`config.mk`:
```
export PLATFORM = sky130hd
export DESIGN_NAME = taylor_series_evaluator_flat
export DESIGN_NICKNAME = d
export VERILOG_FILES = /design/src/rtl/core/tse_pkg.sv /design/src/rtl/core/tse_if.sv /design/src/rtl/core/taylor_series_evaluator.sv /design/src/flat_wrapper.sv
export SDC_FILE = /design/constraint.sdc
export NUM_CORES = 1
export LEC_CHECK = 0
export BUFFER_PORTS_ARGS = -buffer_cell sky130_fd_sc_hd__buf_2
export CAP_MARGIN = 10
export CORE_UTILIZATION = 49
export CTS_CLUSTER_SIZE = 10
export DETAILED_ROUTE_END_ITERATION = 10
export GPL_ROUTABILITY_DRIVEN = 0
export PLACE_DENSITY = 0.73
export SYNTH_ARGS = -nofsm -noshare
export SYNTH_HDL_FRONTEND = slang
export SYNTH_SLANG_ARGS = --single-unit
```
`constraint.sdc`:
```
create_clock -name clk -period 18.31 [get_ports clk]
set_input_delay 1.831 -clock clk [delete_from_list [all_inputs] [get_ports clk]]
set_output_delay 1.831 -clock clk [all_outputs]
set_load 0.005 [all_outputs]
```
`src/rtl/core/tse_pkg.sv`:
```
// Shared widths, defaults and function codes of the Taylor series evaluator.
`timescale 1ns / 1ps

package tse_pkg;

    localparam int SEL_W = 2;
    localparam int X_W   = 32;
    localparam int CNT_W = 5;
    localparam int SUM_W = 48;

    localparam int DEF_MAX_TERMS = 31;
    localparam int DEF_FRAC_BITS = 24;

    // Largest magnitudes a term or a sum may take, for each sign.
    localparam logic [SUM_W-1:0] POS_CAP = {1'b0, {(SUM_W-1){1'b1}}};
    localparam logic [SUM_W-1:0] NEG_CAP = {1'b1, {(SUM_W-1){1'b0}}};

    typedef enum logic [SEL_W-1:0] {
        FN_SIN  = 2'd0,
        FN_COS  = 2'd1,
        FN_LN1P = 2'd2,
        FN_EXP  = 2'd3
    } func_sel_t;

endpackage

```
`src/rtl/core/tse_if.sv`:
```
// Valid/ready channel interfaces for the argument and result transactions.
`timescale 1ns / 1ps

interface tse_in_if import tse_pkg::*; ();
    logic                    valid;
    logic                    ready;
    logic [SEL_W-1:0]        function_select;
    logic signed [X_W-1:0]   x_value;
    logic [CNT_W-1:0]        term_count;

    modport source (output valid, output function_select, output x_value,
                    output term_count, input ready);
    modport sink   (input valid, input function_select, input x_value,
                    input term_count, output ready);
endinterface

interface tse_out_if import tse_pkg::*; ();
    logic                    valid;
    logic                    ready;
    logic signed [SUM_W-1:0] series_sum;
    logic                    overflow;

    modport source (output valid, output series_sum, output overflow, input ready);
    modport sink   (input valid, input series_sum, input overflow, output ready);
endinterface

```
`src/rtl/core/taylor_series_evaluator.sv`:
```
// Evaluates term 0 plus n further terms (n = 0 gives term 0 alone), with
// MW = max(63 - FRAC_BITS, 32 + clog2(MAX_TERMS + 1)) as the multiplier operand width.
// Throughput: one transaction at a time; the bit-serial shift-add multiplier and the
// bit-serial restoring divider, one bit per cycle each, set the cost of every term.
// A new argument is taken while the previous result still waits in the output register.
// Reset (rst_n, asynchronous, active low) returns the sequencer to idle and empties the output.
`timescale 1ns / 1ps

module taylor_series_evaluator import tse_pkg::*; #(
    parameter int MAX_TERMS = DEF_MAX_TERMS,
    parameter int FRAC_BITS = DEF_FRAC_BITS
) (
    input  logic       clk,
    input  logic       rst_n,
    tse_in_if.sink     in_ch,
    tse_out_if.source  out_ch
);

    // Term index width, largest divisor and its width.
    localparam int IW   = $clog2(MAX_TERMS + 1);
    localparam int DMAX = 2 * MAX_TERMS * (2 * MAX_TERMS + 1);
    localparam int DW   = $clog2(DMAX + 1);
    // Width of the multiplier operand: x squared (sin, cos) or |x| * i (ln).
    localparam int SQW  = 63 - FRAC_BITS;
    localparam int LNW  = X_W + IW;
    localparam int MW   = (SQW > LNW) ? SQW : LNW;
    // Product width and number of quotient bits produced per term.
    localparam int PW   = SUM_W + MW;
    localparam int DIVN = PW - FRAC_BITS;
    localparam int CW   = $clog2(DIVN + 1);

    localparam logic [SUM_W-1:0] FX_ONE = SUM_W'(1) << FRAC_BITS;

    typedef enum logic [2:0] {
        S_IDLE,
        S_SQUARE,
        S_SQ_LOAD,
        S_SETUP,
        S_MUL,
        S_DIV,
        S_UPDATE,
        S_FINISH
    } state_t;

    state_t            state_reg,     state_next;
    func_sel_t         sel_reg,       sel_next;
    logic              xneg_reg,      xneg_next;
    logic [X_W-1:0]    xmag_reg,      xmag_next;
    logic [IW-1:0]     n_reg,         n_next;
    logic [IW-1:0]     i_reg,         i_next;
    logic [MW-1:0]     xsq_reg,       xsq_next;
    logic [MW-1:0]     lnm_reg,       lnm_next;
    logic [SUM_W-1:0]  t_reg,         t_next;
    logic [SUM_W-1:0]  sum_reg,       sum_next;
    logic              ovf_reg,       ovf_next;
    logic [SUM_W-1:0]  mcand_reg,     mcand_next;
    logic [DW-1:0]     d_reg,         d_next;
    logic              neg_reg,       neg_next;
    logic [PW-1:0]     prod_reg,      prod_next;
    logic [CW-1:0]     cnt_reg,       cnt_next;
    logic [DW-1:0]     rem_reg,       rem_next;
    logic [SUM_W-1:0]  q_reg,         q_next;
    logic              qov_reg,       qov_next;
    logic              out_valid_reg, out_valid_next;
    logic [SUM_W-1:0]  out_sum_reg,   out_sum_next;
    logic              out_ovf_reg,   out_ovf_next;

    // Argument decode at the input port.
    logic [X_W-1:0]    in_x;
    logic [X_W-1:0]    in_xmag;
    logic [IW-1:0]     in_n;
    logic [SUM_W-1:0]  in_t0;
    func_sel_t         in_sel;

    // One step of the shift-add multiplier: the low end of the product register holds
    // the remaining multiplier bits, the high end accumulates the partial product.
    logic [SUM_W:0]    mul_acc;
    logic [PW-1:0]     mul_prod;

    // One step of the restoring divider, fed from the top bit of the product register.
    logic [DW:0]       div_cur;
    logic [DW-1:0]     div_diff;
    logic              div_ge;
    logic [DW-1:0]     div_rem;

    // Term rescaling setup.
    logic [SUM_W-1:0]  t_mag_cur;
    logic              flip;
    logic [MW-1:0]     lnm_sum;
    logic [MW-1:0]     m_sel;
    logic [DW-1:0]     i_d;
    logic [DW-1:0]     two_i;
    logic [DW-1:0]     d_sel;

    // Term saturation and accumulation.
    logic [SUM_W-1:0]  term_cap;
    logic              term_sat;
    logic [SUM_W-1:0]  term_mag;
    logic [SUM_W-1:0]  term_new;
    logic [SUM_W:0]    sum_wide;
    logic              sum_hi;
    logic              sum_lo;
    logic [SUM_W-1:0]  sum_new;

    assign in_ch.ready       = (state_reg == S_IDLE);
    assign out_ch.valid      = out_valid_reg;
    assign out_ch.series_sum = out_sum_reg;
    assign out_ch.overflow   = out_ovf_reg;

    always_comb
    begin
        in_x    = in_ch.x_value;
        in_xmag = in_x[X_W-1] ? (X_W'(0) - in_x) : in_x;
        in_sel  = func_sel_t'(in_ch.function_select);
        if (int'(in_ch.term_count) > MAX_TERMS)
        begin
            in_n = IW'(MAX_TERMS);
        end
        else
        begin
            in_n = IW'(in_ch.term_count);
        end
        // Sine and ln(1+x) start from x, cosine and exp from one.
        if ((in_sel == FN_SIN) || (in_sel == FN_LN1P))
        begin
            in_t0 = {{(SUM_W-X_W){in_x[X_W-1]}}, in_x};
        end
        else
        begin
            in_t0 = FX_ONE;
        end
    end

    always_comb
    begin
        mul_acc  = {1'b0, prod_reg[PW-1 -: SUM_W]}
                 + (prod_reg[0] ? {1'b0, mcand_reg} : {(SUM_W+1){1'b0}});
        mul_prod = {mul_acc, prod_reg[MW-1:1]};

        // The remainder stays below the divisor, so the low bits of the difference suffice.
        div_cur  = {rem_reg, prod_reg[PW-1]};
        div_diff = div_cur[DW-1:0] - d_reg;
        div_ge   = (div_cur >= {1'b0, d_reg});
        div_rem  = div_ge ? div_diff : div_cur[DW-1:0];
    end

    always_comb
    begin
        t_mag_cur = t_reg[SUM_W-1] ? (SUM_W'(0) - t_reg) : t_reg;
        lnm_sum   = lnm_reg + MW'(xmag_reg);
        i_d       = DW'(i_reg);
        two_i     = i_d << 1;
        case (sel_reg)
            FN_SIN:
            begin
                flip  = 1'b1;
                m_sel = xsq_reg;
                d_sel = two_i * (two_i + DW'(1));
            end
            FN_COS:
            begin
                flip  = 1'b1;
                m_sel = xsq_reg;
                d_sel = two_i * (two_i - DW'(1));
            end
            FN_LN1P:
            begin
                flip  = ~xneg_reg;
                m_sel = lnm_sum;
                d_sel = i_d + DW'(1);
            end
            FN_EXP:
            begin
                flip  = xneg_reg;
                m_sel = MW'(xmag_reg);
                d_sel = i_d;
            end
            default:
            begin
                flip  = 1'b0;
                m_sel = '0;
                d_sel = DW'(1);
            end
        endcase
    end

    always_comb
    begin
        // A quotient that spilled past the term width, or exceeds the cap, saturates.
        term_cap = neg_reg ? NEG_CAP : POS_CAP;
        term_sat = qov_reg | (q_reg > term_cap);
        term_mag = term_sat ? term_cap : q_reg;
        term_new = neg_reg ? (SUM_W'(0) - term_mag) : term_mag;

        sum_wide = {sum_reg[SUM_W-1], sum_reg} + {term_new[SUM_W-1], term_new};
        sum_hi   = ~sum_wide[SUM_W] & sum_wide[SUM_W-1];
        sum_lo   = sum_wide[SUM_W] & ~sum_wide[SUM_W-1];
        if (sum_hi)
        begin
            sum_new = POS_CAP;
        end
        else if (sum_lo)
        begin
            sum_new = NEG_CAP;
        end
        else
        begin
            sum_new = sum_wide[SUM_W-1:0];
        end
    end

    always_comb
    begin
        state_next     = state_reg;
        sel_next       = sel_reg;
        xneg_next      = xneg_reg;
        xmag_next      = xmag_reg;
        n_next         = n_reg;
        i_next         = i_reg;
        xsq_next       = xsq_reg;
        lnm_next       = lnm_reg;
        t_next         = t_reg;
        sum_next       = sum_reg;
        ovf_next       = ovf_reg;
        mcand_next     = mcand_reg;
        d_next         = d_reg;
        neg_next       = neg_reg;
        prod_next      = prod_reg;
        cnt_next       = cnt_reg;
        rem_next       = rem_reg;
        q_next         = q_reg;
        qov_next       = qov_reg;
        out_valid_next = out_valid_reg;
        out_sum_next   = out_sum_reg;
        out_ovf_next   = out_ovf_reg;

        if (out_valid_reg && out_ch.ready)
        begin
            out_valid_next = 1'b0;
        end

        case (state_reg)
            S_IDLE:
            begin
                if (in_ch.valid)
                begin
                    sel_next   = in_sel;
                    xneg_next  = in_x[X_W-1];
                    xmag_next  = in_xmag;
                    n_next     = in_n;
                    i_next     = IW'(1);
                    lnm_next   = '0;
                    t_next     = in_t0;
                    sum_next   = in_t0;
                    ovf_next   = 1'b0;
                    // Square |x| first; only sine and cosine use it.
                    mcand_next = SUM_W'(in_xmag);
                    prod_next  = PW'(in_xmag);
                    cnt_next   = '0;
                    state_next = (in_n == '0) ? S_FINISH : S_SQUARE;
                end
            end
            S_SQUARE:
            begin
                prod_next = mul_prod;
                cnt_next  = cnt_reg + CW'(1);
                if (cnt_reg == CW'(MW - 1))
                begin
                    state_next = S_SQ_LOAD;
                end
            end
            S_SQ_LOAD:
            begin
                xsq_next   = prod_reg[FRAC_BITS +: MW];
                state_next = S_SETUP;
            end
            S_SETUP:
            begin
                mcand_next = t_mag_cur;
                neg_next   = t_reg[SUM_W-1] ^ flip;
                d_next     = d_sel;
                prod_next  = PW'(m_sel);
                lnm_next   = lnm_sum;
                rem_next   = '0;
                q_next     = '0;
                qov_next   = 1'b0;
                cnt_next   = '0;
                state_next = S_MUL;
            end
            S_MUL:
            begin
                prod_next = mul_prod;
                cnt_next  = cnt_reg + CW'(1);
                if (cnt_reg == CW'(MW - 1))
                begin
                    cnt_next   = '0;
                    state_next = S_DIV;
                end
            end
            S_DIV:
            begin
                prod_next = prod_reg << 1;
                rem_next  = div_rem;
                q_next    = {q_reg[SUM_W-2:0], div_ge};
                qov_next  = qov_reg | q_reg[SUM_W-1];
                cnt_next  = cnt_reg + CW'(1);
                if (cnt_reg == CW'(DIVN - 1))
                begin
                    state_next = S_UPDATE;
                end
            end
            S_UPDATE:
            begin
                t_next   = term_new;
                sum_next = sum_new;
                ovf_next = ovf_reg | term_sat | sum_hi | sum_lo;
                if (i_reg == n_reg)
                begin
                    state_next = S_FINISH;
                end
                else
                begin
                    i_next     = i_reg + IW'(1);
                    state_next = S_SETUP;
                end
            end
            S_FINISH:
            begin
                if (!out_valid_reg || out_ch.ready)
                begin
                    out_valid_next = 1'b1;
                    out_sum_next   = sum_reg;
                    out_ovf_next   = ovf_reg;
                    state_next     = S_IDLE;
                end
            end
            default:
            begin
                state_next = S_IDLE;
            end
        endcase
    end

    always_ff @(posedge clk or negedge rst_n)
    begin
        if (!rst_n)
        begin
            state_reg     <= S_IDLE;
            sel_reg       <= FN_SIN;
            xneg_reg      <= 1'b0;
            xmag_reg      <= '0;
            n_reg         <= '0;
            i_reg         <= '0;
            xsq_reg       <= '0;
            lnm_reg       <= '0;
            t_reg         <= '0;
            sum_reg       <= '0;
            ovf_reg       <= 1'b0;
            mcand_reg     <= '0;
            d_reg         <= '0;
            neg_reg       <= 1'b0;
            prod_reg      <= '0;
            cnt_reg       <= '0;
            rem_reg       <= '0;
            q_reg         <= '0;
            qov_reg       <= 1'b0;
            out_valid_reg <= 1'b0;
            out_sum_reg   <= '0;
            out_ovf_reg   <= 1'b0;
        end
        else
        begin
            state_reg     <= state_next;
            sel_reg       <= sel_next;
            xneg_reg      <= xneg_next;
            xmag_reg      <= xmag_next;
            n_reg         <= n_next;
            i_reg         <= i_next;
            xsq_reg       <= xsq_next;
            lnm_reg       <= lnm_next;
            t_reg         <= t_next;
            sum_reg       <= sum_next;
            ovf_reg       <= ovf_next;
            mcand_reg     <= mcand_next;
            d_reg         <= d_next;
            neg_reg       <= neg_next;
            prod_reg      <= prod_next;
            cnt_reg       <= cnt_next;
            rem_reg       <= rem_next;
            q_reg         <= q_next;
            qov_reg       <= qov_next;
            out_valid_reg <= out_valid_next;
            out_sum_reg   <= out_sum_next;
            out_ovf_reg   <= out_ovf_next;
        end
    end

endmodule
```
`src/flat_wrapper.sv`:
```
// flat-port wrapper written by rule: the top's interface ports become plain ports
module taylor_series_evaluator_flat import tse_pkg::*;
#(
    parameter int MAX_TERMS = DEF_MAX_TERMS,
    parameter int FRAC_BITS = DEF_FRAC_BITS
)
  (clk, rst_n, in_ch_valid, in_ch_function_select, in_ch_x_value, in_ch_term_count, in_ch_ready, out_ch_valid, out_ch_series_sum, out_ch_overflow, out_ch_ready);
  tse_in_if in_ch_i ();
  tse_out_if out_ch_i ();
  input  logic clk;
  input  logic rst_n;
  input wire logic [$bits(in_ch_i.valid)-1:0] in_ch_valid;
  input wire logic [$bits(in_ch_i.function_select)-1:0] in_ch_function_select;
  input wire logic [$bits(in_ch_i.x_value)-1:0] in_ch_x_value;
  input wire logic [$bits(in_ch_i.term_count)-1:0] in_ch_term_count;
  output wire logic [$bits(in_ch_i.ready)-1:0] in_ch_ready;
  output wire logic [$bits(out_ch_i.valid)-1:0] out_ch_valid;
  output wire logic [$bits(out_ch_i.series_sum)-1:0] out_ch_series_sum;
  output wire logic [$bits(out_ch_i.overflow)-1:0] out_ch_overflow;
  input wire logic [$bits(out_ch_i.ready)-1:0] out_ch_ready;
  assign in_ch_i.valid = in_ch_valid;
  assign in_ch_i.function_select = in_ch_function_select;
  assign in_ch_i.x_value = in_ch_x_value;
  assign in_ch_i.term_count = in_ch_term_count;
  assign in_ch_ready = in_ch_i.ready;
  assign out_ch_valid = out_ch_i.valid;
  assign out_ch_series_sum = out_ch_i.series_sum;
  assign out_ch_overflow = out_ch_i.overflow;
  assign out_ch_i.ready = out_ch_ready;
  taylor_series_evaluator #(.MAX_TERMS(MAX_TERMS), .FRAC_BITS(FRAC_BITS)) u_core (.clk(clk), .rst_n(rst_n), .in_ch(in_ch_i), .out_ch(out_ch_i));
endmodule
```
==> results.md, run 1 <==
* Status: complete, no violations
* Hold Worst Slack at a little under 0.5 ns
* Clk root buf: clkbuf_16
* Final setup margin at a little under 7 ns
* Crit path buf inv count at 1
* Dpl ws at between 7 and 8 ns
* Syn. warnings at 0
* # resized after CTS at 0
* Placed cell count at 4699
* DR pass1 iterations at 7
* Fin crit period at around 11 ns
* Final WL at between 100 and 150 mm
* CP dominant cell by count: a21oi_1
* Sequential-to-total area share from yosys stat at between 30% and 40%
* Postcts setup bufs at 0
* Cell family with most CP delay: compound AO/OA/AOI/OAI gates
* Slew Limit Headroom at approximately an eighth
* Non-Filler Instances at roughly 4800
* Top-Level Pins at 94
* Initial antenna violation count at 7
* GR Util All Layers at around 29%
* Overflow after GRT at 0
* Post-Layout Inst Area at 37400 sq um
* Routed vias/inst at around 6.5
* Antenna Violating Nets Remaining at 0
* Largest net degree at the start of global routing at about 140
* Wire per inst at approximately 22 um
* Final Skew at 0.0447 ns
* CTS buffer count at 57
* Max-cap check violation count at 0
* CTS tree: built
* Distinct cells, synth at 94
* Least-Margin Pin Slew at ~1.3 ns
* Crit end category: flop
* CP Class: flop to flop
* Fmax at between 0.08 and 0.09 GHz
* Worst vdd ir at ~0.075 mV
* CTS max path bufs at 3
* Layout cell share with drive strength beyond 1 at under 10%
* Synthesis-to-layout area growth at 8.37%
* Post-synth top flop: dfrtp_1
* Starting Density at between 40% and 50%
* Fin nets at about 4100
* Crit-path slowest cell: nor4b_1
* IO buf count at between 90 and 100
* Final core occ at between 50% and 60%
* Min-delay worst type: flop to flop
* Crit share post-route at between 60 and 70%
* CP max FO at 55
* Total Neg Setup Slack at 0 ns
* Chip Width at approximately 270 um
* Die H at roughly 270 um
* Post-Syn Area at 34500 sq um
* First-pass GRT wire length at roughly 170 mm
* Vias in the first global route at ~29000
* Slew Viols, Final at 0
* Clock Sinks at slightly below 500
* PD cells at 74.8 nW/um^2
* Synth async-reset ratio at 100%
* DR vias at between 30000 and 40000
* CTS HTree Levels at 2
* Worst path max stage delay at ~0.89 ns
* Pwr Total at approximately 2.8 mW
* P_leak at between 15 and 20 nW
* Synth Area per Inst at around 9 sq um
* Core Box Area at 69200 sq um
* Die area at approximately 72000 sq um
* Required @ worst endpoint at between 15 and 20 ns
* Seq cells post-synth at about 490
* Mapped Cells at around 3800
* Row cnt at 96
* Worst-Skew Late Latency at roughly 0.65 ns
* DRC errors left at 0
* Placed cell area at between 30000 and 40000 sq um
* Setup crit start kind: flop
* Largest register FFs at between 80 and 90
* Worst-path clk slew at around 0.06 ns
* DRT iter0 DRCs at around 3600
* RSZ-0062 raised after global routing: no
* Final Hold Viols at 0
* DP HPWL at approximately 76 mm
* Post-synth EDFFs at 0
* Crit path DAT at around 12 ns
* Final setup vio count at 0
* CTS Hold Bufs at 0
[cell usage after synthesis, types with 83 or more instances]
cell	count	share of area (%)
a21oi_1	248	3.6
nor2_1	218	2.4
a22oi_1	83	1.8
o21ai_0	342	5.0
ha_1	230	8.3
nand2_1	315	3.4
inv_1	131	1.4
xnor2_1	103	2.6
xor2_1	126	3.2
clkbuf_1	185	2.0
mux2_2	93	3.0
nand3_1	135	2.0
o211ai_1	83	1.8
dfrtp_1	488	35
[per-layer routing]
metal	vias to the layer above	share of wire, %	track usage [%]
met4	8	3.8	10.2
met1	15200	42	41.1
met3	279	10	6.10
met5	-	0.047	0
li1	14200	-	-
met2	1448	44	44.3
[power by group]
| group | total [mW] | leakage, nW | switching, mW | internal, mW |
|---|---|---|---|---|
| clock | 1.07 | 0.814 | 0.462 | 0.610 |
| combinational | 0.457 | 11.2 | 0.257 | 0.200 |
| sequential | 1.27 | 5.86 | 0.109 | 1.16 |
| total | 2.80 | 17.8 | 0.828 | 1.97 |
[placed cells by master (no fill, tap or decap), drive strengths merged, types with 29 or more instances in the layout]
master  instances
mux2i          38
mux2           93
or3            47
nor3           59
a21oi         249
dfrtp         488
nor2b          37
a22oi          83
a31oi          29
inv           133
a22o           63
o21ai         345
o21bai         39
nand2         315
a21o           81
fa             30
o21a           44
xnor2         103
nor2          219
nand2b         40
a221o          49
and2           66
o211ai         83
nand4          33
o31ai          57
clkbuf         74
buf           134
xor2          126
a211oi         35
nand3         135
ha            230
[worst paths after layout]
kind / from / end / slack, ns / cells after the start
worst max-delay path: u_core.neg_reg / u_core.sum_reg[15] / 6.90 / 29
worst min-delay path: u_core.mcand_reg[36] / u_core.mcand_reg[36] / 0.50 / 2
worst max register to register: u_core.neg_reg / u_core.sum_reg[15] / 6.90 / 29
worst min register to register: u_core.mcand_reg[36] / u_core.mcand_reg[36] / 0.50 / 2
max in group asynchronous: rst_n / u_core.sel_reg[0] / 14.96 / 3
min in group asynchronous: rst_n / u_core.q_reg[45] / 1.25 / 1
[cells by family after synthesis]
logic type / Yosys count / synth area share (%)
mux: 132 / 4.20
flops: 488 / 35.4
fa+ha+maj: 260 / 10.1
buf+inv: 357 / 3.96
compound gates: 1329 / 25.7
other cells: 2 / 0.0218
simple gates: 1052 / 14.9
xor+xnor: 229 / 5.81
[layout make-up]
class	count	area, sq um
fill	6319	31800
timing repair buffer	134	796
multi-input combinational	3012	21100
antenna	1	2.50
clock buffer	74	1540
tap	931	1160
inverter	134	503
sequential	488	12200
clock inverter	7	129
[worst min-delay path, cell delays in order (launching register included)]
cell     delay (ns)
dfrtp_1        0.34
nand3_1        0.06
o21ai_0        0.06
Power figures use the tool's default switching activity.
==> inputs of run 2 (changes only) <==
--- a/config.mk
+++ b/config.mk
@@ -5,13 +5,14 @@
 export SDC_FILE = /design/constraint.sdc
 export NUM_CORES = 1
 export LEC_CHECK = 0
+export ABC_AREA = 1
 export BUFFER_PORTS_ARGS = -buffer_cell sky130_fd_sc_hd__buf_2
 export CAP_MARGIN = 10
 export CORE_UTILIZATION = 49
 export CTS_CLUSTER_SIZE = 10
 export DETAILED_ROUTE_END_ITERATION = 10
 export GPL_ROUTABILITY_DRIVEN = 0
-export PLACE_DENSITY = 0.73
+export PLACE_DENSITY = 0.76
 export SYNTH_ARGS = -nofsm -noshare
 export SYNTH_HDL_FRONTEND = slang
 export SYNTH_SLANG_ARGS = --single-unit
==> constraint.sdc (replaced) <==
create_clock -name clk -period 9.6 [get_ports clk]
set_input_delay 0.96 -clock clk [delete_from_list [all_inputs] [get_ports clk]]
set_output_delay 0.96 -clock clk [all_outputs]
set_load 0.005 [all_outputs]
==> results.md, run 2 <==
* Dpl ws at around 1.7 ns
* Clock Sinks at slightly below 500
* Synth async-reset ratio at between 90% and 100%
* Min-delay worst type: input pin to asynchronous set/reset pin
* Final core occ at between 50% and 60%
* Final setup vio count at 0
* P_leak at ~20 nW
* Crit end category: flop
* Least-Margin Pin Slew at between 1 and 1.5 ns
* Required @ worst endpoint at approximately 10 ns
* Most frequent cells in the layout: 1000 x nand2_1, 684 x inv_1, 487 x dfrtp_1, 438 x nor2_1, 402 x a21oi_1
* Worst-path clk slew at approximately 0.06 ns
* Pwr Total at 13.8 mW
* Compound-Gate Fraction of Synth Area at between 20% and 30%
* PD cells at approximately 350 nW/um^2
* Largest net degree at the start of global routing at about 170
* Post-synth top flop: dfrtp_1
* CTS HTree Levels at 2
* Final Skew at between 0.03 and 0.04 ns
* CP dominant cell by count: nand2_1
* Final WL at roughly 120 mm
* GR Util All Layers at ~31%
* DR vias at between 30000 and 40000
* # resized after CTS at 0
* Distinct cells, synth at 64
* Largest family of logic cells by synthesized area: simple AND/OR/NAND/NOR gates
* DRC errors left at 0
* R2r worst-path depth at 36
* Overflow after GRT at 0
* Fin crit period at slightly above 8 ns
* Crit path buf inv count at 6
* IO buf count at between 90 and 100
* Die H at between 200 and 300 um
* Top-Level Pins at 94
* Ranking of synthesized cells by area: dfrtp_1 34%, nand2_1 10%, ha_1 8.0%
* Slew Viols, Final at 0
* Synthesis-to-layout area growth at 8.11%
* Wire per inst at approximately 20 um
* RSZ-0062 raised after global routing: no
* Adder-Cell Fraction of Synth Area at under 10%
* Worst-Skew Late Latency at about 0.64 ns
* Crit path DAT at 8.69 ns
* Synth Area per Inst at approximately 7.3 sq um
* Post-synthesis xor/xnor area fraction at between 3 and 4%
* Clk root buf: clkbuf_16
* Vias in the first global route at between 30000 and 40000
* Crit-path slowest cell: dfrtp_4
* Fill count at around 6900
* Syn. warnings at 0
* Sequential-to-total area share from yosys stat at between 30% and 40%
* Post-Syn Area at ~36000 sq um
* CP Class: flop to flop
* Final setup margin at approximately 1.4 ns
* Max-cap check violation count at 0
* Antenna Violating Nets Remaining at 0
* Routed vias/inst at between 5 and 6
* Setup crit start kind: flop
* Fmax at between 0.1 and 0.15 GHz
* Multiplexer area fraction after synthesis at between 1 and 1.5%
* Top-area cell type share of the netlist area at ~34%
* Most common cell in the synthesized netlist: nand2_1
* Total Neg Setup Slack at 0 ns
* Status: complete, no violations
* First-pass GRT wire length at between 150 and 200 mm
* Largest register FFs at 87
* Placed cell count at 5866
* Core Box Area at approximately 73000 sq um
* Chip Width at 273 um
* DP HPWL at ~87 mm
* Final Hold Viols at 0
* CTS Hold Bufs at 0
* Postcts setup bufs at 0
* Fin nets at roughly 5300
* Critical path depth at 36
* Simple-Gate Fraction of Synth Area at between 20% and 30%
* Worst path max stage delay at roughly 1.1 ns
* CTS max path bufs at 3
* Slew Limit Headroom at between 20% and 30%
* Post-synth EDFFs at 0
* Yosys top cell by area: dfrtp_1
* CTS tree: built
* Cell family with most CP delay: simple AND/OR/NAND/NOR gates
* CP max FO at 99
* CTS buffer count at 58
* Die area at between 70000 and 80000 sq um
* Crit share post-route at 85.7%
* DRT iter0 DRCs at around 4200
* Initial antenna violation count at 6
* Layout cell share with drive strength beyond 1 at under 10%
* Synth top cells by count: 1002 x nand2_1, 686 x inv_1, 488 x dfrtp_1, 444 x nor2_1, 402 x a21oi_1
* Starting Density at 49.5%
* Row cnt at 99
* Mapped Cells at slightly below 5000
* Seq cells post-synth at 488
* Non-Filler Instances at roughly 5900
* Commonest non-fill, non-tap cell in the layout: nand2_1
* Worst vdd ir at a little over 0.2 mV
* DR pass1 iterations at 9
==> run 2: changes by cell type after synthesis, sizes merged, moves of 68 or more <==
| cell | delta |
|---|---|
| xnor2 | -68 |
| nor2 | +235 |
| nand2 | +694 |
| inv | +559 |
| a21oi | +154 |
| nand3 | +117 |
| a22oi | -83 |
| o21ai | +83 |
| a21o | -70 |
==> run 2: final timing paths <==
kind	startpoint	end	slack (ns)
max	u_core.neg_reg	u_core.sum_reg[46]	1.37
min	rst_n	u_core.d_reg[8]	0.29
max reg2reg	u_core.neg_reg	u_core.sum_reg[46]	1.37
min reg2reg	u_core.mcand_reg[45]	u_core.mcand_reg[45]	0.48
max in group asynchronous	rst_n	u_core.sum_reg[32]	6.85
min in group clk	u_core.mcand_reg[45]	u_core.mcand_reg[45]	0.48
==> run 2: cell type report <==
type | instances | area, sq um | area share [%]
inverter | 695 | 2610 | 6.70
tap | 959 | 1200 | 3.08
clock inverter | 7 | 68.8 | 0.176
multi-input combinational | 3601 | 20600 | 52.8
antenna | 1 | 2.50 | 0.00642
timing repair buffer | 123 | 726 | 1.86
sequential | 488 | 12200 | 31.3
clock buffer | 74 | 1580 | 4.06
==> run 2: report_power, final <==
part | internal, mW | switching, mW
sequential | 2.86 | 0.834
combinational | 2.77 | 5.34
clock | 1.16 | 0.866
total | 6.79 | 7.04
==> run 2: cell families (layout without fill, tap and decap cells) <==
| kind of cell | Yosys count | in the layout |
|---|---|---|
| DFF | 488 | 488 |
| and+or+nand+nor | 1897 | 1897 |
| buffers and inverters | 877 | 899 |
| muxes | 48 | 48 |
| AOI/OAI and AO/OA | 1243 | 1243 |
| other | 2 | 11 |
| xor gates and xnor gates | 143 | 143 |
| adders and majority gates | 260 | 260 |
==> run 2: metal layers <==
metal / part of all wire (%) / GRT usage, % / vias up
met4: 5.6 / 16.0 / 2
met1: 40 / 39.4 / 16600
met3: 9.4 / 5.94 / 381
met2: 45 / 49.2 / 1725
li1: - / - / 16600
met5: 0.011 / 0 / -
==> run 2: through the flow <==
stage,area (sq um),hold slack [ns]
finish,39000,0.287
global route,39000,0.393
CTS,39000,0.349
detailed placement,37300,0.466
global placement,37300,0.462
floorplan,36100,0.447
